### src/design/kdj_pkg.sv
`timescale 1ns / 1ps
`default_nettype none
// ----------------------------------------------------------------------------
// KDJ package
// Shared widths, register indexes and controller command/status types.
// ----------------------------------------------------------------------------
package kdj_pkg;

    localparam int unsigned Q_BITS     = 23;
    localparam int unsigned J_BITS     = 26;
    localparam int unsigned IDX_BITS   = 2;
    localparam int unsigned DIV_BITS   = 23;
    localparam logic [22:0] Q_HUNDRED  = 23'd6553600;
    localparam logic [22:0] Q_FIFTY    = 23'd3276800;
    // reciprocal of three scaled by 2^25, rounded up
    localparam logic [23:0] DIV3_MUL   = 24'd11184811;

    typedef enum logic [IDX_BITS-1:0] {
        REG_K_START = 2'd0,
        REG_D_START = 2'd1,
        REG_GAP_THR = 2'd2,
        REG_NONE    = 2'd3
    } t_reg_idx;

    typedef struct packed {
        logic load;
        logic scan;
        logic div_start;
        logic div_step;
        logic k_calc;
        logic d_calc;
        logic finish;
    } t_cmd;

    typedef struct packed {
        logic scan_done;
        logic div_done;
    } t_status;

endpackage : kdj_pkg
`default_nettype wire

### src/design/kdj_dp.sv
`timescale 1ns / 1ps
`default_nettype none
// ----------------------------------------------------------------------------
// KDJ datapath
// Window ring, extreme scan, serial RSV divider, K/D/J and flags.
// ----------------------------------------------------------------------------
module kdj_dp #(
    parameter int unsigned WINDOW_LEN = 9,
    parameter int unsigned PRICE_BITS = 24
) (
    input  wire logic                  i_clk,
    input  wire logic                  i_rst_n,
    input  wire logic [PRICE_BITS-1:0] i_bar_high,
    input  wire logic [PRICE_BITS-1:0] i_bar_low,
    input  wire logic [PRICE_BITS-1:0] i_bar_price,
    input  wire logic                  i_is_close,
    input  wire logic                  i_cfg_we,
    input  wire kdj_pkg::t_reg_idx     i_cfg_idx,
    input  wire logic [22:0]           i_cfg_data,
    input  wire kdj_pkg::t_cmd         i_cmd,
    output kdj_pkg::t_status           o_status,
    output logic [22:0]                o_k,
    output logic [22:0]                o_d,
    output logic signed [25:0]         o_j,
    output logic                       o_cross_up,
    output logic                       o_cross_down,
    output logic                       o_gap_over,
    output logic                       o_flat
);

    localparam int unsigned DEPTH  = WINDOW_LEN - 1;
    localparam int unsigned PW     = (DEPTH > 1) ? $clog2(DEPTH) : 1;
    localparam int unsigned CW     = $clog2(DEPTH + 1);
    localparam int unsigned NUM_W  = PRICE_BITS + 23;
    localparam int unsigned DCW    = $clog2(NUM_W + 1);

    logic [PRICE_BITS-1:0] r_past_hi [DEPTH];
    logic [PRICE_BITS-1:0] r_past_lo [DEPTH];
    logic [PW-1:0]         r_wpos;
    logic [CW-1:0]         r_held;
    logic [22:0]           r_gap_thr;
    logic [22:0]           r_last_k, r_last_d;

    logic [PRICE_BITS-1:0] r_hi, r_lo, r_price, r_bhi, r_blo;
    logic                  r_close;
    logic [CW-1:0]         r_scan;
    logic [PRICE_BITS-1:0] r_rd_hi, r_rd_lo;
    logic                  r_rd_v;

    logic [NUM_W-1:0]      r_num;
    logic [PRICE_BITS-1:0] r_rem;
    logic [PRICE_BITS-1:0] r_den;
    logic [DCW-1:0]        r_dcnt;
    logic                  r_flat_i;
    logic [22:0]           r_rsv;
    logic [22:0]           r_k;

    logic [22:0]           w_cfg_sat;
    logic [PRICE_BITS-1:0] w_p;
    logic [PRICE_BITS:0]   w_rem_sh;
    logic [PRICE_BITS:0]   w_rem_sub;

    // floor(x / 3) for x below 2^25 by reciprocal multiply
    function automatic logic [22:0] div3(input logic [24:0] x);
        logic [48:0] v_prod;
        v_prod = 49'(x) * 49'(kdj_pkg::DIV3_MUL);
        return v_prod[47:25];
    endfunction

    assign w_cfg_sat = (i_cfg_data > kdj_pkg::Q_HUNDRED) ? kdj_pkg::Q_HUNDRED : i_cfg_data;

    // registers and committed K/D
    always_ff @(posedge i_clk) begin
        if (!i_rst_n) begin
            r_gap_thr <= '0;
            r_last_k  <= kdj_pkg::Q_FIFTY;
            r_last_d  <= kdj_pkg::Q_FIFTY;
            r_held    <= '0;
            r_wpos    <= '0;
        end else begin
            if (i_cfg_we) begin
                unique case (i_cfg_idx)
                    kdj_pkg::REG_K_START: begin
                        if (r_held == '0) r_last_k <= w_cfg_sat;
                    end
                    kdj_pkg::REG_D_START: begin
                        if (r_held == '0) r_last_d <= w_cfg_sat;
                    end
                    kdj_pkg::REG_GAP_THR: r_gap_thr <= i_cfg_data;
                    default: ;
                endcase
            end
            if (i_cmd.finish && r_close) begin
                r_last_k <= o_k;
                r_last_d <= o_d;
                if (r_held != CW'(DEPTH)) r_held <= r_held + 1'b1;
                r_wpos <= (r_wpos == PW'(DEPTH - 1)) ? '0 : r_wpos + 1'b1;
            end
        end
    end

    // window memory
    always_ff @(posedge i_clk) begin
        if (i_cmd.finish && r_close) begin
            r_past_hi[r_wpos] <= r_bhi;
            r_past_lo[r_wpos] <= r_blo;
        end
        r_rd_hi <= r_past_hi[r_scan[PW-1:0]];
        r_rd_lo <= r_past_lo[r_scan[PW-1:0]];
    end

    assign w_p = (r_price < r_lo) ? r_lo : ((r_price > r_hi) ? r_hi : r_price);
    assign w_rem_sh  = {r_rem, r_num[NUM_W-1]};
    assign w_rem_sub = w_rem_sh - {1'b0, r_den};

    always_ff @(posedge i_clk) begin
        if (!i_rst_n) begin
            r_scan <= '0;
            r_rd_v <= 1'b0;
            r_dcnt <= '0;
        end else begin
            if (i_cmd.load) begin
                r_scan <= '0;
                r_rd_v <= 1'b0;
            end else if (i_cmd.scan) begin
                if (r_scan != r_held) r_scan <= r_scan + 1'b1;
                r_rd_v <= (r_scan != r_held);
            end
            if (i_cmd.div_start) begin
                r_dcnt <= DCW'(NUM_W);
            end else if (i_cmd.div_step && r_dcnt != '0) begin
                r_dcnt <= r_dcnt - 1'b1;
            end
        end
    end

    always_ff @(posedge i_clk) begin
        if (i_cmd.load) begin
            r_close <= i_is_close;
            r_price <= i_bar_price;
            r_bhi   <= i_bar_high;
            r_blo   <= i_bar_low;
            r_hi    <= i_is_close ? i_bar_high : i_bar_price;
            r_lo    <= i_is_close ? i_bar_low  : i_bar_price;
        end else if (i_cmd.scan && r_rd_v) begin
            if (r_rd_hi > r_hi) r_hi <= r_rd_hi;
            if (r_rd_lo < r_lo) r_lo <= r_rd_lo;
        end
        if (i_cmd.div_start) begin
            r_flat_i <= (r_hi <= r_lo);
            r_num    <= NUM_W'(w_p - r_lo) * NUM_W'(kdj_pkg::Q_HUNDRED);
            r_den    <= r_hi - r_lo;
            r_rem    <= '0;
        end else if (i_cmd.div_step && r_dcnt != '0) begin
            if (!w_rem_sub[PRICE_BITS]) begin
                r_rem <= w_rem_sub[PRICE_BITS-1:0];
                r_num <= {r_num[NUM_W-2:0], 1'b1};
            end else begin
                r_rem <= w_rem_sh[PRICE_BITS-1:0];
                r_num <= {r_num[NUM_W-2:0], 1'b0};
            end
        end
        if (i_cmd.div_step && r_dcnt == '0) begin
            r_rsv <= r_flat_i ? kdj_pkg::Q_FIFTY : r_num[22:0];
        end
        if (i_cmd.k_calc) begin
            r_k <= div3({1'b0, r_last_k, 1'b0} + 25'(r_rsv));
        end
        if (i_cmd.d_calc) begin
            o_k <= r_k;
            o_d <= div3({1'b0, r_last_d, 1'b0} + 25'(r_k));
        end
    end

    assign o_status.scan_done = i_cmd.scan && (r_scan == r_held) && !r_rd_v;
    assign o_status.div_done  = i_cmd.div_step && (r_dcnt == '0);

    assign o_j = 26'(signed'({3'b0, o_k}) * 26'sd3) - 26'(signed'({3'b0, o_d}) * 26'sd2);
    assign o_cross_up   = (r_last_d > r_last_k) && (o_d < o_k);
    assign o_cross_down = (r_last_d < r_last_k) && (o_d > o_k);
    assign o_gap_over   = ((o_k > o_d) ? (o_k - o_d) : (o_d - o_k)) > r_gap_thr;
    assign o_flat       = r_flat_i;

endmodule
`default_nettype wire

### config.mk
export PLATFORM = sky130hd
export DESIGN_NAME = kdj_dp
export DESIGN_NICKNAME = d
export VERILOG_FILES = /design/src/design/kdj_pkg.sv /design/src/design/kdj_dp.sv
export SDC_FILE = /design/constraint.sdc
export NUM_CORES = 2
export LEC_CHECK = 0
export BUFFER_PORTS_ARGS = -buffer_cell sky130_fd_sc_hd__buf_4
export CORE_MARGIN = 1.5
export CORE_UTILIZATION = 56
export DETAILED_ROUTE_END_ITERATION = 6
export HOLD_SLACK_MARGIN = 0.08
export PLACE_DENSITY = 0.75
export SKIP_LAST_GASP = 1
export SLEW_MARGIN = 0
export SYNTH_ARGS = -nofsm -noshare
export SYNTH_HDL_FRONTEND = slang
export SYNTH_SLANG_ARGS = --single-unit
### constraint.sdc
create_clock -name i_clk -period 10.65 [get_ports i_clk]
set_input_delay 1.5975 -clock i_clk [delete_from_list [all_inputs] [get_ports i_clk]]
set_output_delay 1.5975 -clock i_clk [all_outputs]
set_load 0.1 [all_outputs]
After elaboration in Yosys (flattened, before gate mapping)
Memory sizes are Yosys's and may differ from the RTL's. A register that Yosys moved wholly into a read port is not among the register bits.
Index checks and enable logic that the tools add are counted.
- memories kept: 2
- latch bits: 0
- bits in registers: 396
- word-level logic and storage cells: 119
- ROM bits: 0
- RAM bits: 384
- input bits: 108
- output and inout bits: 78
- reduce and logical (&&, ||, !) cells: 30
- add/sub/neg operators: 12
- divide/modulo/power cells: 0
- shift-type cells: 0
- bitwise logic cells: 1
- eq/ne operators: 6
- $lt $le $gt $ge: 12
- mux-type cells: 28
- multiply operators: 4
- memory list (name ; depth ; bits a word ; rd ports ; clocked after Yosys merged registers in ; write ports ; RTL line ; source):
    r_past_hi ; 8 ; 24 ; 1 ; 1 ; 1 ; kdj_dp.sv:37 ; logic [PRICE_BITS-1:0] r_past_hi [DEPTH];
    r_past_lo ; 8 ; 24 ; 1 ; 1 ; 1 ; kdj_dp.sv:38 ; logic [PRICE_BITS-1:0] r_past_lo [DEPTH];
- operators with widths (operator ; count):
    two-way mux 24 bit ; 11
    two-way mux 23 bit ; 9
    multiplier 25 x 24 -> 48 bit, second input constant ; 2
    two-way mux 47 bit ; 2
    > comparator 23 bit ; 4
    adder 24 x 23 -> 25 bit ; 2
    > comparator 24 bit ; 2
    < comparator 24 bit ; 2
    multiplier 47 x 5 -> 29 bit, second input constant ; 1
    < comparator 23 bit ; 2
    subtractor 23 bit ; 2
    subtractor 25 x 24 -> 26 bit ; 1
    multiplier 23 x 2 -> 25 bit, second input constant ; 1
    subtractor 24 x 24 -> 25 bit ; 1
    subtractor 25 x 24 -> 25 bit ; 1
    less-or-equal comparator 24 bit ; 1
    subtractor 24 bit ; 1
    > comparator 23 bit, second input constant ; 1
    nonzero test 2 bit ; 8
    two-way mux 6 bit ; 2
    AND reduction 2 bit ; 5
    adder 4 x 1 -> 4 bit, second input constant ; 2
    logical AND 1 bit ; 8
    zero test 6 bit ; 1
    17 further kinds ; 21

Logic depth before layout (Yosys ltp)
- depth after elaboration: 6
- depth in mapped cells: 45
- mapped depth without buffers: 44

Worst setup path before layout
Ideal clock, no wire load.
- kind: flip-flop to flip-flop
- from: register r_rsv[1]
- to: register r_k[21] (data pin)
- required time: 10388 ps
- arrival: 9089 ps
- clock period less this slack: 9351 ps
- buffers on the path: 0
- slack: 1299 ps
- library setup time: 262 ps
- stages on the path, launching flop included: 40
- cells stage by stage: edfxtp_1 -> ha_1 -> inv_1 -> fa_1 -> nor2b_1 -> o21ai_0 -> a21boi_0 -> o21ai_0 -> a21boi_0 -> o211ai_1 -> a21oi_1 -> a2111oi_0 -> o21ai_0 -> a21oi_1 -> o21ai_0 -> xnor2_1 -> ha_1 -> ha_1 -> [... 4 more ...] -> fa_1 -> fa_1 -> inv_1 -> fa_1 -> inv_1 -> ha_1 -> a21oi_1 -> o21ai_0 -> a221oi_2 -> o21ai_1 -> a221oi_2 -> a21boi_2 -> a31o_1 -> a211o_1 -> o41a_1 -> a21oi_4 -> o21ai_1 -> xor2_1
- cells in the longest elaborated chain, start to end: 2
- RTL lines (what ; RTL line ; source):
    start: declaration ; kdj_dp.sv:55 ; logic [22:0] r_rsv;
    start signal: assignment ; kdj_dp.sv:164 ; r_rsv <= r_flat_i ? kdj_pkg::Q_FIFTY : r_num[22:0];
    adder 24 x 23 -> 25 bit ; kdj_dp.sv:167 ; r_k <= div3({1'b0, r_last_k, 1'b0} + 25'(r_rsv));
    multiplier 25 x 24 -> 48 bit ; kdj_dp.sv:66 ; v_prod = 49'(x) * 49'(kdj_pkg::DIV3_MUL);
    end signal: assignment ; kdj_dp.sv:167 ;
    end: declaration ; kdj_dp.sv:56 ; logic [22:0] r_k;
Every way passes these cells.
A chain may end at the register's enable or synchronous reset.

Final worst setup path
Ends and elaborated chain as after synthesis.

==> results_dict.tcl <==
set metrics [dict create \
    critPathArrivalTime_ns 10.46 \
    period_share 0.947 \
    cts_inserted_buffers 82 \
    clock-root-buffer "clkbuf_16" \
    drv_cap 0 \
    critical-path-top-delay-family "compound AO/OA/AOI/OAI gates" \
    critPathLaunchType "flip-flop" \
    grtUsageTotal 0.291 \
    drive_gt1_frac 0.0928 \
    pre_cts_slack_ns 0.301 \
    ys_seq_area_frac 0.348 \
    max_slew_margin 0.163 \
    synth_top_flop_cell "edfxtp_1" \
    cts_tree "done" \
    ctsHtreeMaxLevel 3 \
    grt_pass1_wl_mm 268 \
    port_buffers 185 \
    synth_edf_count 651 \
    post-cts-setup-buffers 0 \
    core_area_sq_um 118000 \
    post_drt_wl_per_cell_um 22.5 \
    tns_ns 0 \
    worst_slew_pin_slew_ns 1.25 \
    placementRows 126 \
    ys_warn_count 0 \
    wl_mm 176 \
    fin_cells 7813 \
    ys_top_cells_by_area "edfxtp_1 (29%), ha_1 (17%), fa_1 (16%)" \
    yosysTopAreaCell "edfxtp_1" \
    hp-class "flip-flop to flip-flop" \
    cp.buffers_inverters 6 \
    gr-total-overflow 0 \
    hpwl_mm 135 \
    clk_pin_slew_ns 0.06 \
    critPathSlowestCell "fa_1" \
    start_util 0.563 \
    cts.sink_count 828 \
    skew_ns 0.0424 \
    final.min_clock_period_ns 10.09 \
    synthArstFlopShare 0 \
    cts_buffer_depth 3 \
    holdBufCountCts 0 \
    finalHoldViolations 0 \
    area_growth_pct 9.35 \
    layout.nets 7744 \
    synth_top_area_frac 0.295 \
    antenna_found_initial 3 \
    syn_area_per_cell_sq_um 11.0 \
    die_x_um 347 \
    ant_nets 0 \
    die_area_sq_um 121000 \
    slowest_delay_ns 0.51 \
    status "finished, final reports clean" \
    insertion_delay_ns 0.67 \
    synth-seq-cells 828 \
    slew_viol_final 0 \
    yosysUniqueCellTypes 83 \
    dr.pass1.iters 6 \
    syn_nets 7543 \
    netlist_area_sq_um 66300 \
    fmax_mhz 99.1 \
    postPlaceCellArea_sq_um 69700 \
    first_global_vias 45887 \
    place_inst 7657 \
    crit_required_ns 11.02 \
    drtIter0Drc 4246 \
    fin_area_sq_um 72500 \
    crit_path_end_kind "flip-flop" \
    fp.dieH_um 347 \
    drc_errors 0 \
    synthCells 6004 \
    largestRegisters "r_past_hi (192), r_past_lo (192), r_num (47)" \
    grt_max_degree 96 \
    vias_per_cell 5.82 \
    setup_violations 0 \
    vias 45482 \
    fin_ws_ns 0.563 \
    critPathMaxFanout 6 \
    gp_congestion 0.984 \
    critPathKind "flip-flop to flip-flop" \
    crit_top_cell "fa_1" \
    ios 186 \
]
[cells in the mapped netlist, types with 24 or more instances]
library cell / count
mux2i_1: 79
xnor2_1: 146
clkbuf_1: 107
edfxtp_1: 651
o21a_1: 47
xor2_1: 77
a21oi_1: 372
inv_1: 1213
a21boi_0: 42
nand3_1: 57
ha_1: 916
nor2b_1: 97
mux4_2: 96
o21bai_1: 35
nor3_1: 53
o211ai_1: 24
fa_1: 515
nand2_1: 275
o21ai_0: 228
nand4_1: 53
nor2_1: 215
mux2_2: 50
nand2b_1: 44
a21o_1: 145
a211oi_1: 34
dfxtp_1: 177
[final cells by class]
class                      instances  area, sq um
fill                            9309        45200
multi-input combinational       3831        38300
sequential                       828        23100
inverter                        1214         4560
clock buffer                     113         2340
tap                             1536         1920
timing repair buffer             248         1870
clock inverter                    40          437
antenna                            3         7.51
[worst paths after layout]
kind                                from  endpoint  slack (ns)  cells past startpoint
worst max-delay path            r_rsv[1]   r_k[21]        0.56                     40
worst min-delay path             r_k[10]   o_k[10]        0.45                      0
worst max register to register  r_rsv[1]   r_k[21]        0.56                     40
worst min register to register   r_k[10]   o_k[10]        0.45                      0
[per-stage QoR]
stage          hold slack (ns)  utilization
6_report                 0.447        0.616
5_1_grt                  0.461        0.616
4_1_cts                  0.447        0.616
3_5_place_dp             0.440        0.592
3_3_place_gp             0.437        0.592
2_1_floorplan            0.431            -
[placed cells by master, fill, tap and decap left out, drive strengths merged, types with 23 or more instances in the layout]
| cell | instances |
|---|---|
| nand2 | 275 |
| o21ai | 239 |
| buf | 248 |
| o211ai | 24 |
| nor2b | 97 |
| nand4 | 53 |
| clkbuf | 113 |
| edfxtp | 651 |
| mux2i | 79 |
| xnor2 | 146 |
| nand2b | 44 |
| mux2 | 50 |
| a21boi | 43 |
| a211oi | 34 |
| nor3 | 53 |
| ha | 916 |
| fa | 515 |
| nor2 | 215 |
| o21bai | 36 |
| xor2 | 78 |
| dfxtp | 177 |
| a31oi | 23 |
| a21oi | 373 |
| o21a | 47 |
| a21o | 145 |
| mux4 | 96 |
| clkinv | 28 |
| inv | 1218 |
| nand3 | 57 |
[worst register-to-register path, delay by kind of cell, from the launching register on]
kind	cells	cell delay, ns
compound gates	21	4.67
xor+xnor	2	0.32
fa+ha+maj	10	3.95
buf+inv	6	0.47
flops	1	0.37
simple gates	1	0.07
[cell families after synthesis]
kind of cell    share of synthesized area
buf+inv                            0.0764
flops                               0.348
simple gates                       0.0634
mux                                0.0530
fa+ha+maj                           0.328
compound gates                      0.101
xor+xnor                           0.0299
[metal layers]
metal / global-route usage / wire, um
met5: 0 / 11
met1: 0.400 / 74100
met2: 0.478 / 82000
met4: 0.0937 / 6000
met3: 0.0425 / 13600
[repair_timing]
action                     4_1_cts  5_1_grt
setup endpoints to repair        0        9
hold endpoints to repair         0        0
resized for setup                0        7
Power is left out: the tool's default activity adds up to more than one toggle a clock period on the data nets, which glitch-free logic cannot reach.
