**src/design/kdj_pkg.sv**
```systemverilog
`timescale 1ns / 1ps
`default_nettype none
// ----------------------------------------------------------------------------
// KDJ package
// Shared widths, register indexes and controller command/status types.
// ----------------------------------------------------------------------------
package kdj_pkg;

    localparam int unsigned Q_BITS     = 23;
    localparam int unsigned J_BITS     = 26;
    localparam int unsigned IDX_BITS   = 2;
    localparam int unsigned DIV_BITS   = 23;
    localparam logic [22:0] Q_HUNDRED  = 23'd6553600;
    localparam logic [22:0] Q_FIFTY    = 23'd3276800;
    // reciprocal of three scaled by 2^25, rounded up
    localparam logic [23:0] DIV3_MUL   = 24'd11184811;

    typedef enum logic [IDX_BITS-1:0] {
        REG_K_START = 2'd0,
        REG_D_START = 2'd1,
        REG_GAP_THR = 2'd2,
        REG_NONE    = 2'd3
    } t_reg_idx;

    typedef struct packed {
        logic load;
        logic scan;
        logic div_start;
        logic div_step;
        logic k_calc;
        logic d_calc;
        logic finish;
    } t_cmd;

    typedef struct packed {
        logic scan_done;
        logic div_done;
    } t_status;

endpackage : kdj_pkg
`default_nettype wire

```
**src/design/kdj_ctrl.sv**
```systemverilog
`timescale 1ns / 1ps
`default_nettype none
// ----------------------------------------------------------------------------
// KDJ controller
// Sequences window scan, RSV division, K/D update and result hand-off.
// ----------------------------------------------------------------------------
module kdj_ctrl (
    input  wire logic           i_clk,
    input  wire logic           i_rst_n,
    input  wire logic           i_in_valid,
    output logic                o_in_ready,
    input  wire logic           i_out_busy,
    input  wire kdj_pkg::t_status i_status,
    output kdj_pkg::t_cmd       o_cmd
);

    typedef enum logic [5:0] {
        S_IDLE  = 6'b000001,
        S_SCAN  = 6'b000010,
        S_DIV   = 6'b000100,
        S_K     = 6'b001000,
        S_D     = 6'b010000,
        S_OUT   = 6'b100000
    } t_state;

    t_state r_state, n_state;

    always_ff @(posedge i_clk) begin
        if (!i_rst_n) begin
            r_state <= S_IDLE;
        end else begin
            r_state <= n_state;
        end
    end

    always_comb begin
        n_state = r_state;
        o_cmd   = '0;
        o_in_ready = 1'b0;
        unique case (r_state)
            S_IDLE: begin
                o_in_ready = 1'b1;
                if (i_in_valid) begin
                    o_cmd.load = 1'b1;
                    n_state = S_SCAN;
                end
            end
            S_SCAN: begin
                o_cmd.scan = 1'b1;
                if (i_status.scan_done) begin
                    o_cmd.div_start = 1'b1;
                    n_state = S_DIV;
                end
            end
            S_DIV: begin
                o_cmd.div_step = 1'b1;
                if (i_status.div_done) n_state = S_K;
            end
            S_K: begin
                o_cmd.k_calc = 1'b1;
                n_state = S_D;
            end
            S_D: begin
                o_cmd.d_calc = 1'b1;
                n_state = S_OUT;
            end
            S_OUT: begin
                if (!i_out_busy) begin
                    o_cmd.finish = 1'b1;
                    n_state = S_IDLE;
                end
            end
            default: n_state = S_IDLE;
        endcase
    end

endmodule
`default_nettype wire

```
**config.mk**
```make
export PLATFORM = sky130hd
export DESIGN_NAME = kdj_ctrl
export DESIGN_NICKNAME = d
export VERILOG_FILES = /design/src/design/kdj_pkg.sv /design/src/design/kdj_ctrl.sv
export SDC_FILE = /design/constraint.sdc
export NUM_CORES = 1
export LEC_CHECK = 0
export BUFFER_PORTS_ARGS = -buffer_cell sky130_fd_sc_hd__clkbuf_2
export CORE_AREA = 5 5 42 44
export CTS_CLUSTER_DIAMETER = 30
export DETAILED_ROUTE_END_ITERATION = 10
export DIE_AREA = 0 0 47 49
export GPL_ROUTABILITY_DRIVEN = 0
export HOLD_SLACK_MARGIN = 0.05
export PLACE_DENSITY = 0.51
export SLEW_MARGIN = 20
export SYNTH_ARGS = -nofsm -noshare
export SYNTH_HDL_FRONTEND = slang
export SYNTH_SLANG_ARGS = --single-unit
```
**constraint.sdc**
```tcl
create_clock -name i_clk -period 1.8 [get_ports i_clk]
set_clock_uncertainty 0.15 [all_clocks]
set_input_delay 0.18 -clock i_clk [delete_from_list [all_inputs] [get_ports i_clk]]
set_output_delay 0.18 -clock i_clk [all_outputs]
set_load 0.02 [all_outputs]
```
Word-level counts from Yosys, hierarchy flattened
Index checks and enable logic that the tools add are counted.
{"block": "word_totals", "regBits": 6, "input_bits": 6, "out_inout_bits": 8}
{"block": "op_classes", "n_eq_ne": 10, "muxes": 15, "reduce_logical": 1}
{"op": "$pmux W6 S6", "count": 1}
{"op": "$mux W6", "count": 4}
{"op": "$mux W1", "count": 9}
{"op": "$ne A2 B2 Y1 const B", "count": 4}
{"op": "$eq A6 B1 Y1 const B", "count": 1}
{"op": "$eq A6 B2 Y1 const B", "count": 1}
{"op": "$eq A6 B3 Y1 const B", "count": 1}
{"op": "$eq A6 B4 Y1 const B", "count": 1}
{"op": "$eq A6 B5 Y1 const B", "count": 1}
{"op": "$eq A6 B6 Y1 const B", "count": 1}
{"op": "$reduce_and A4 Y1", "count": 1}
{"op": "$mux W2", "count": 1}

Logic depth before layout (Yosys ltp)
Gate-level depths: netlist of run 1.
{"block": "logic_depth", "word_depth": 3, "mapped_depth": 5}

Worst setup path before layout of run 1
OpenSTA, ideal clock, no wires.
{"block": "synth_timing", "kind": "register to output", "startpoint": "register r_state[4]", "endpoint": "output o_cmd[0] (netlist name)", "arrival_ns": 1.591, "required_ns": 1.470, "path_slack_ns": -0.121, "path_stages_with_launch": 3, "path_cell_list": "dfxtp_1 -> or4_4 -> nor4b_1"}
{"item": "start, declared", "line_no": "kdj_ctrl.sv:26", "source": "t_state r_state, n_state;"}
{"item": "start signal, assigned", "line_no": "kdj_ctrl.sv:32", "source": "r_state <= n_state;"}
{"item": "end, declared", "line_no": "kdj_ctrl.sv:14", "source": "output kdj_pkg::t_cmd o_cmd"}

==> flow_metrics.py, run 1 <==
metrics = {
    "clocking": {
        "cts_max_path_buffers": 2,
        "clk_pin_slew_ns": 0.05,
        "clock_sinks": 6,
        "cts_buffers": 3,
        "cts-root-buf": "clkbuf_4",
        "clkLatencyLatePin_ns": 0.24,
        "cts_tree": "done",
        "htreeDepth": 1,
        "hold_buffers": 0,
    },
    "timing": {
        "period_minus_slack_ns": 1.83,
        "holdWs_ns": 0.0728,
        "period_share": 1.02,
        "slew_headroom": 0.808,
        "max_slew.worst_pin.slew_ns": 0.284,
        "max_freq_mhz": 547,
        "setup_violations": 1,
        "slew_viol_final": 0,
        "setup_tns_ns": -0.0279,
        "setup_ws_ns": -0.0279,
        "rsz0062_at_grt": "true",
        "final-hold-violation-count": 0,
    },
    "pwr": {
        "swShare": 0.279,
        "pwr-share-seq": 0.412,
        "vdd_drop_max_mv": 0.322,
        "pwr-share-comb": 0.263,
        "power.total_mw": 0.363,
        "pwr_density_cell_mw_per_mm2": 646,
        "p_leak_nw": 0.255,
        "p_sw_mw": 0.101,
        "clockPowerShare": 0.325,
        "p_int_mw": 0.262,
    },
    "global_route": {
        "grt_max_degree": 8,
        "grtUsageTotal": 0.0880,
        "overflow": 0,
        "grt_pass1_vias": 341,
        "grt_pass1_wl_um": 1480,
        "antenna_found_initial": 0,
    },
    "setup_path": {
        "slowest_delay_ns": 0.55,
        "r2r_setup_slack_ns": 0.13,
        "cp_max_fo": 2,
        "worst-path-buf-inv": 1,
        "end_kind": "output pin",
        "rr_worst_depth": 4,
        "r2r-end": "r_state[3]",
        "rr_startpoint": "r_state[0]",
        "startpoint_type": "flop",
        "path_cells": "or4_4 -> nor4b_4 -> buf_4",
        "cp.required_ns": 1.47,
        "cp_top_family": "simple AND/OR/NAND/NOR gates",
        "cp.arrival_ns": 1.50,
        "cp_slowest_cell": "or4_4",
        "crit_type": "reg -> out",
    },
    "yosys": {
        "ys_warn_count": 0,
        "avgSynthCellArea_um2": 8.24,
        "synthFlopType": "dfxtp_1",
        "yosysSeqAreaShare": 0.317,
        "synth_cell_types": 25,
        "synthTopCellsByArea": "dfxtp_1, nor2_1, o221a_4",
        "ys_ff_latch": 6,
        "synth_fp_nets": 52,
        "syn_inst": 46,
        "synth_edf_count": 0,
        "async_reset_ff_frac": 0,
        "synth_area_um2": 379,
        "synth_top_area_cell": "dfxtp_1",
        "synth_top_area_frac": 0.317,
    },
    "place": {
        "hpwl_um": 740,
        "port_buffers": 13,
        "place_ws_ns": 0.172,
    },
    "run": {
        "cap_violations": 0,
    },
    "outcome": {
        "outcome": "finished with violations",
        "violations": "setup timing",
    },
    "layout": {
        "nFillCells": 159,
        "drive_gt1_frac": 0.485,
        "regArea_um2": 124,
        "diodes": 0,
        "area_growth_pct": 48.2,
        "final_nets": 74,
        "largestRegisters": "r_state: 6 flops",
        "post-route-util": 0.401,
        "largest_register": "r_state",
        "largest_reg_flops": 6,
        "most-common-layout-cells": "clkbuf_2, buf_4, nor2_1",
        "final_common_cell": "clkbuf_2",
        "multi_input_area_um2": 290,
    },
    "routing": {
        "wire_per_inst_um": 11.9,
        "vias": 409,
        "firstDrtPassIters": 6,
        "drt_iter0_markers": 7,
        "drt-total-wl_um": 978,
        "drc": 0,
        "viasPerCell": 4.99,
        "drtAntennaViolNets": 0,
    },
    "floorplanning": {
        "coreArea_mm2": 0.00140,
        "boundaryPins": 14,
        "dieArea_mm2": 0.00230,
        "die_h_um": 49,
        "die_w_um": 47,
        "rows": 14,
        "start_util": 0.271,
    },
    "hold_path": {
        "hold_class": "in -> reg",
        "hold_depth": 2,
        "holdPathEnd": "r_state[0]",
        "hold_start": "i_rst_n",
    },
}
## power groups by stage
stage,logic [mW],clock network [mW],registers [mW]
6_report,0.0954,0.118,0.149
5_1_grt,0.105,0.133,0.151
4_1_cts,0.0819,0.126,0.147
3_5_place_dp,0.0810,0,0.149
3_3_place_gp,0.0815,0,0.149
2_1_floorplan,0.0559,0,0.147
## cells by family after synthesis
family	count (synthesis)	share of synthesized area
flip-flops	6	0.317
buffers and inverters	2	0.0198
AND/OR/NAND/NOR	28	0.446
AO/OA/AOI/OAI	10	0.218
## timing repair
| action | CTS | global route |
|---|---|---|
| buffers inserted | 0 | 3 |
| resized for setup | 1 | 11 |
| pin swaps | 0 | 1 |
| endpoints found under the setup margin | 2 | 4 |
| gates cloned | 0 | 0 |
## stage by stage
stage | instance area [µm²] | instances
6_report | 562 | 82
5_1_grt | 562 | 82
4_1_cts | 505 | 79
3_5_place_dp | 478 | 76
3_3_place_gp | 478 | 76
2_1_floorplan | 385 | 46
## worst reg2reg max path: stages (launching register included)
cell	delay, ns
dfxtp_1	0.47
or3b_2	0.47
a21o_1	0.19
o221a_4	0.12
and3_1	0.17
## cell usage after synthesis (all sizes together) (2+ instances only)
cell type  n
o21ai      3
nor2b      3
and3       2
o21a       2
dfxtp      6
inv        2
and2       3
nand2      3
nor2       7
## layout make-up
cell class              instances  area share
multi-input cells              38       0.517
flip-flops and latches          6       0.220
repair buffers                 17       0.174
clock buffers                   3      0.0401
well taps                      16      0.0356
inverters                       2      0.0134
## per-layer routing
metal | global-route usage | share of wire | up-vias
met1 | 0.130 | 0.49 | 183
met4 | 0.0415 | 0.0020 | 0
li1 | - | - | 210
met3 | 0.0332 | 0.063 | 2
met2 | 0.109 | 0.44 | 14
met5 | 0 | 0 | -
## worst max-delay path by stage
stage                          start         end  slack [ns]  cells past startpoint
after CTS                 r_state[4]    o_cmd[0]       -0.09                      3
final                     r_state[2]    o_cmd[0]       -0.03                      3
after global routing      r_state[1]    o_cmd[0]       -0.08                      3
after global placement    r_state[4]    o_cmd[0]        0.14                      3
after floorplan           r_state[0]  r_state[0]        0.08                      4
after detailed placement  r_state[4]    o_cmd[0]        0.17                      3
Note: power is estimated with default switching activity, not from simulation.
==> run 2: changes to the inputs <==
Settings changed: ABC_AREA set to 1, PLACE_DENSITY 0.51 to 0.5.
==> run 2 against run 1 <==
- the run now ends clean
- sequential power down 3%
- wire length fell by 14%
- sequential share of layout area rose by 2.5 points
- first-iteration DRC count is 100% higher
- clock power up 8%
- critical path depth is 3 higher
- core utilization shrank 5.2 points
- highest routed layer unchanged
==> flow_metrics.py, run 2 <==
metrics = {
    "outcome": {
        "outcome": "finished, final reports clean",
    },
    "global_route": {
        "antenna_found_initial": 0,
        "overflow": 0,
        "grt_max_degree": 8,
        "grt_pass1_wl_um": 1380,
        "grt_pass1_vias": 347,
        "grtUsageTotal": 0.0880,
    },
    "yosys": {
        "synth_top_area_frac": 0.323,
        "async_reset_ff_frac": 0,
        "yosysSeqAreaShare": 0.323,
        "synth_cell_types": 11,
        "synthTopCellsByArea": "dfxtp_1, inv_1, nand4_1",
        "ys_ff_latch": 6,
        "synthFlopType": "dfxtp_1",
        "ys_warn_count": 0,
        "post-synth-top-count-cell": "inv_1",
        "synth_top_area_cell": "dfxtp_1",
        "avgSynthCellArea_um2": 6.64,
        "synth_area_um2": 372,
        "synth_edf_count": 0,
        "synth_fp_nets": 62,
        "yosys-top-cells-count": "inv_1, nand2_1, dfxtp_1, nand4_1",
        "syn_inst": 56,
    },
    "timing": {
        "rsz0062_at_grt": "false",
        "setup_violations": 0,
        "final-hold-violation-count": 0,
        "slew_headroom": 0.844,
        "setup_tns_ns": 0,
        "setup_ws_ns": 0.223,
        "max_freq_mhz": 634,
        "max_slew.worst_pin.slew_ns": 0.233,
        "period_share": 0.876,
        "slew_viol_final": 0,
        "holdWs_ns": 0.0497,
        "period_minus_slack_ns": 1.58,
    },
    "layout": {
        "most-common-layout-cells": "inv_1, clkbuf_2, nand2_1",
        "nFillCells": 153,
        "area_growth_pct": 31.6,
        "final_cells": 89,
        "stdcell_area_um2": 489,
        "final_nets": 81,
        "largestRegisters": "r_state: 6 flops",
        "post-route-util": 0.349,
        "largest_register": "r_state",
        "drive_gt1_frac": 0.370,
        "largest_reg_flops": 6,
        "diodes": 0,
    },
    "floorplanning": {
        "dieArea_mm2": 0.00230,
        "boundaryPins": 14,
        "die_w_um": 47,
        "rows": 14,
        "coreArea_mm2": 0.00140,
        "start_util": 0.265,
        "die_h_um": 49,
    },
    "pwr": {
        "pwr_density_cell_mw_per_mm2": 712,
        "p_int_mw": 0.242,
        "vdd_drop_max_mv": 0.309,
        "p_leak_nw": 0.299,
        "pwr-share-seq": 0.414,
        "swShare": 0.305,
        "p_sw_mw": 0.106,
        "clockPowerShare": 0.367,
        "pwr-share-comb": 0.220,
        "power.total_mw": 0.348,
    },
    "setup_path": {
        "crit_type": "reg -> out",
        "cp.required_ns": 1.47,
        "startpoint_type": "flop",
        "end_kind": "output pin",
        "cp.arrival_ns": 1.25,
        "cp_max_fo": 7,
    },
    "routing": {
        "firstDrtPassIters": 4,
        "drc": 0,
        "vias": 403,
        "drt-total-wl_um": 838,
        "wire_per_inst_um": 9.42,
        "drt_iter0_markers": 14,
        "viasPerCell": 4.53,
        "drtAntennaViolNets": 0,
    },
    "place": {
        "dp_cells": 85,
        "dpl_cell_area_um2": 457,
        "hpwl_um": 667,
        "place_ws_ns": 0.481,
        "port_buffers": 13,
    },
    "hold_path": {
        "hold_class": "in -> reg",
    },
    "clocking": {
        "clk_pin_slew_ns": 0.05,
        "htreeDepth": 1,
        "cts-root-buf": "clkbuf_4",
        "clock_sinks": 6,
        "cts_buffers": 3,
        "cts_max_path_buffers": 2,
        "cts_tree": "done",
        "clkLatencyLatePin_ns": 0.25,
    },
    "run": {
        "cap_violations": 0,
    },
}
-- run 2: cell types whose count changed after synthesis, moves of 3 or more --
cell and delta:
nand4_1 +6, a21oi_1 +4, inv_1 +11, nor2b_1 -3, and2_1 -3, nand2_1 +5
nor2_2 +5
-- run 2: metal layers --
metal  global-route usage  vias up  share of wire
met2                0.118       15           0.43
met5                    0        -              0
met1                0.101      174           0.43
met4               0.0968        0          0.053
met3               0.0221        4          0.087
li1                     -      210              -
-- run 2: worst paths after layout --
kind,cells after the start,from,slack (ns),endpoint
max,6,r_state[4],0.22,o_cmd[6]
min,3,i_status[1],0.05,r_state[2]
max reg2reg,6,r_state[0],0.55,r_state[3]
min reg2reg,2,r_state[3],0.42,r_state[4]
-- run 2: what timing repair did --
action / in CTS / in global routing
resized for setup: 0 / 0
setup buffers: 0 / 0
hold buffers: 1 / 0
endpoints found under the hold margin: 1 / 0
-- run 2: worst max-delay path, stage by stage, from the launching register on --
cell and delay, ns:
dfxtp_1 0.34, nor2_4 0.21, nand3_2 0.11, inv_2 0.08
nand2_1 0.06, inv_1 0.05, clkbuf_2 0.15
-- run 2: kinds of logic after synthesis --
kind of cell	synth area share
AND/OR/NAND/NOR	0.471
flip-flops	0.323
AO/OA/AOI/OAI	0.0539
buffers and inverters	0.152
-- run 2: final cells by class --
cell class                 instances  area (µm²)  area share
clock buffer                       3        22.5      0.0460
timing repair buffer              14        75.1       0.153
sequential                         6         120       0.246
multi-input combinational         35         195       0.399
tap                               16        20.0      0.0409
inverter                          15        56.3       0.115
-- run 2: power by group through the flow --
stage | clock network (mW) | logic, mW | registers (mW)
2_1_floorplan | 0 | 0.0542 | 0.146
3_3_place_gp | 0 | 0.0754 | 0.147
3_5_place_dp | 0 | 0.0748 | 0.147
4_1_cts | 0.130 | 0.0769 | 0.144
5_1_grt | 0.133 | 0.0875 | 0.146
6_report | 0.128 | 0.0765 | 0.144
==> run 3: changes to the inputs <==
Settings changed: PLACE_DENSITY 0.5 to not set.
==> run 3 against run 2 <==
- via count down 0.25%
- count of clock-buffer cells in the layout is the same
- sequential power hardly changed
- non-clock buffer count stayed put
- die area unchanged
- wire length up 2.9%
- critical path depth is 2 lower
- flip-flop and latch count stayed put
- critical endpoint is now o_cmd[2]
- hold slack improved by 0.019 ns
- register-to-register slack got worse by 0.02 ns
- design area did not move
==> flow_metrics.py, run 3 (synthesis gave the netlist of run 2 again) <==
metrics = {
    "floorplanning": {
        "dieArea_mm2": 0.00230,
        "die_w_um": 47,
        "rows": 14,
        "start_util": 0.265,
        "die_h_um": 49,
        "coreArea_mm2": 0.00140,
        "boundaryPins": 14,
    },
    "layout": {
        "largest_register": "r_state",
        "most-common-layout-cells": "inv_1, clkbuf_2, nand2_1",
        "largestRegisters": "r_state: 6 flops",
        "nFillCells": 161,
        "regArea_um2": 120,
        "multi_input_area_um2": 195,
        "largest_reg_flops": 6,
        "drive_gt1_frac": 0.370,
        "post-route-util": 0.349,
        "final_cells": 89,
        "diodes": 0,
        "area_growth_pct": 31.6,
        "final_nets": 81,
    },
    "routing": {
        "drc": 0,
        "drtAntennaViolNets": 0,
        "viasPerCell": 4.52,
        "drt_iter0_markers": 7,
        "vias": 402,
        "firstDrtPassIters": 4,
        "wire_per_inst_um": 9.69,
        "drt-total-wl_um": 862,
    },
    "outcome": {
        "outcome": "finished, final reports clean",
    },
    "setup_path": {
        "worst-path-buf-inv": 2,
        "slowest_delay_ns": 0.33,
        "cp_max_fo": 6,
        "rr_startpoint": "r_state[0]",
        "crit_type": "reg -> out",
        "cp.arrival_ns": 1.25,
        "cp.required_ns": 1.47,
        "startpoint_type": "flop",
        "rr_worst_depth": 6,
        "end_kind": "output pin",
        "path_cells": "nor2_2 -> nand4_1 -> inv_1 -> clkbuf_2",
        "r2r-end": "r_state[0]",
        "cp_slowest_cell": "dfxtp_1",
        "cp_top_family": "simple AND/OR/NAND/NOR gates",
        "r2r_setup_slack_ns": 0.53,
    },
    "timing": {
        "period_share": 0.877,
        "final-hold-violation-count": 0,
        "setup_violations": 0,
        "slew_viol_final": 0,
        "max_freq_mhz": 633,
        "max_slew.worst_pin.slew_ns": 0.249,
        "setup_tns_ns": 0,
        "rsz0062_at_grt": "false",
        "period_minus_slack_ns": 1.58,
        "slew_headroom": 0.834,
    },
    "global_route": {
        "overflow": 0,
        "grt_max_degree": 8,
        "grtUsageTotal": 0.0894,
        "grt_pass1_vias": 371,
        "grt_pass1_wl_um": 1410,
        "antenna_found_initial": 0,
    },
    "pwr": {
        "power.total_mw": 0.350,
        "pwr_density_cell_mw_per_mm2": 716,
        "p_leak_nw": 0.299,
        "vdd_drop_max_mv": 0.297,
    },
    "hold_path": {
        "holdPathEnd": "r_state[2]",
        "hold_start": "i_status[1]",
        "hold_depth": 3,
        "hold_class": "in -> reg",
    },
    "clocking": {
        "post_cts_buffers": 0,
        "cts_tree": "done",
        "clk_pin_slew_ns": 0.04,
        "htreeDepth": 1,
        "cts-root-buf": "clkbuf_4",
        "clkLatencyLatePin_ns": 0.25,
        "clock_sinks": 6,
        "cts_max_path_buffers": 2,
        "cts_buffers": 3,
    },
    "run": {
        "cap_violations": 0,
    },
    "place": {
        "port_buffers": 13,
        "hpwl_um": 700,
        "dp_cells": 85,
    },
}
==> run 3: cell counts in the layout (fill, tap and decap cells not counted) <==
No cell type changed its count.
==> run 3: through the flow <==
| stage | cell area (µm²) | setup slack (ns) | hold slack [ns] |
|---|---|---|---|
| 4_1_cts | 489 | 0.213 | 0.0661 |
| 5_1_grt | 489 | 0.0957 | 0.0735 |
| 3_5_place_dp | 457 | 0.486 | 0.309 |
| 6_report | 489 | 0.221 | 0.0688 |
| 2_1_floorplan | 372 | 0.531 | 0.195 |
| 3_3_place_gp | 457 | 0.482 | 0.307 |
==> run 3: cell type report <==
cell class,count,area share
Clock buffer,3,0.0460
Inverter,15,0.115
Multi-Input combinational cell,35,0.399
Sequential cell,6,0.246
Tap cell,16,0.0409
Timing Repair Buffer,14,0.153
==> run 3: how the worst max path moves through the flow <==
stage	from	end	slack (ns)	depth (start not counted)
detailed placement	r_state[0]	o_cmd[1]	0.49	4
finish	r_state[0]	o_cmd[2]	0.22	4
floorplan	r_state[4]	o_cmd[6]	0.53	5
global placement	r_state[0]	o_cmd[1]	0.48	4
CTS	r_state[0]	o_cmd[6]	0.21	7
global route	r_state[0]	o_cmd[1]	0.1	4
==> run 3: repair_timing <==
item                       CTS  global route
setup endpoints to repair    0             0
hold buffers                 1             0
hold endpoints to repair     1             0
resized for setup            0             0
==> run 3: metal layers <==
metal / up-vias / GRT usage / share of wire
li1: 209 / - / -
met1: 170 / 0.0967 / 0.42
met2: 17 / 0.113 / 0.45
met3: 6 / 0.0554 / 0.087
met4: 0 / 0.0829 / 0.042
met5: - / 0 / 0
==> run 3: power breakdown <==
part / internal (mW) / switching, mW / total [mW]
logic: 0.0278 / 0.0508 / 0.0786
clock network: 0.0756 / 0.0514 / 0.127
registers: 0.139 / 0.00553 / 0.144
total: 0.242 / 0.108 / 0.350
==> run 3: worst reg2reg max path, delay by kind of cell (launching register included) <==
| family | cells | cell delay [ns] |
|---|---|---|
| and+or+nand+nor | 6 | 0.69 |
| DFF | 1 | 0.33 |
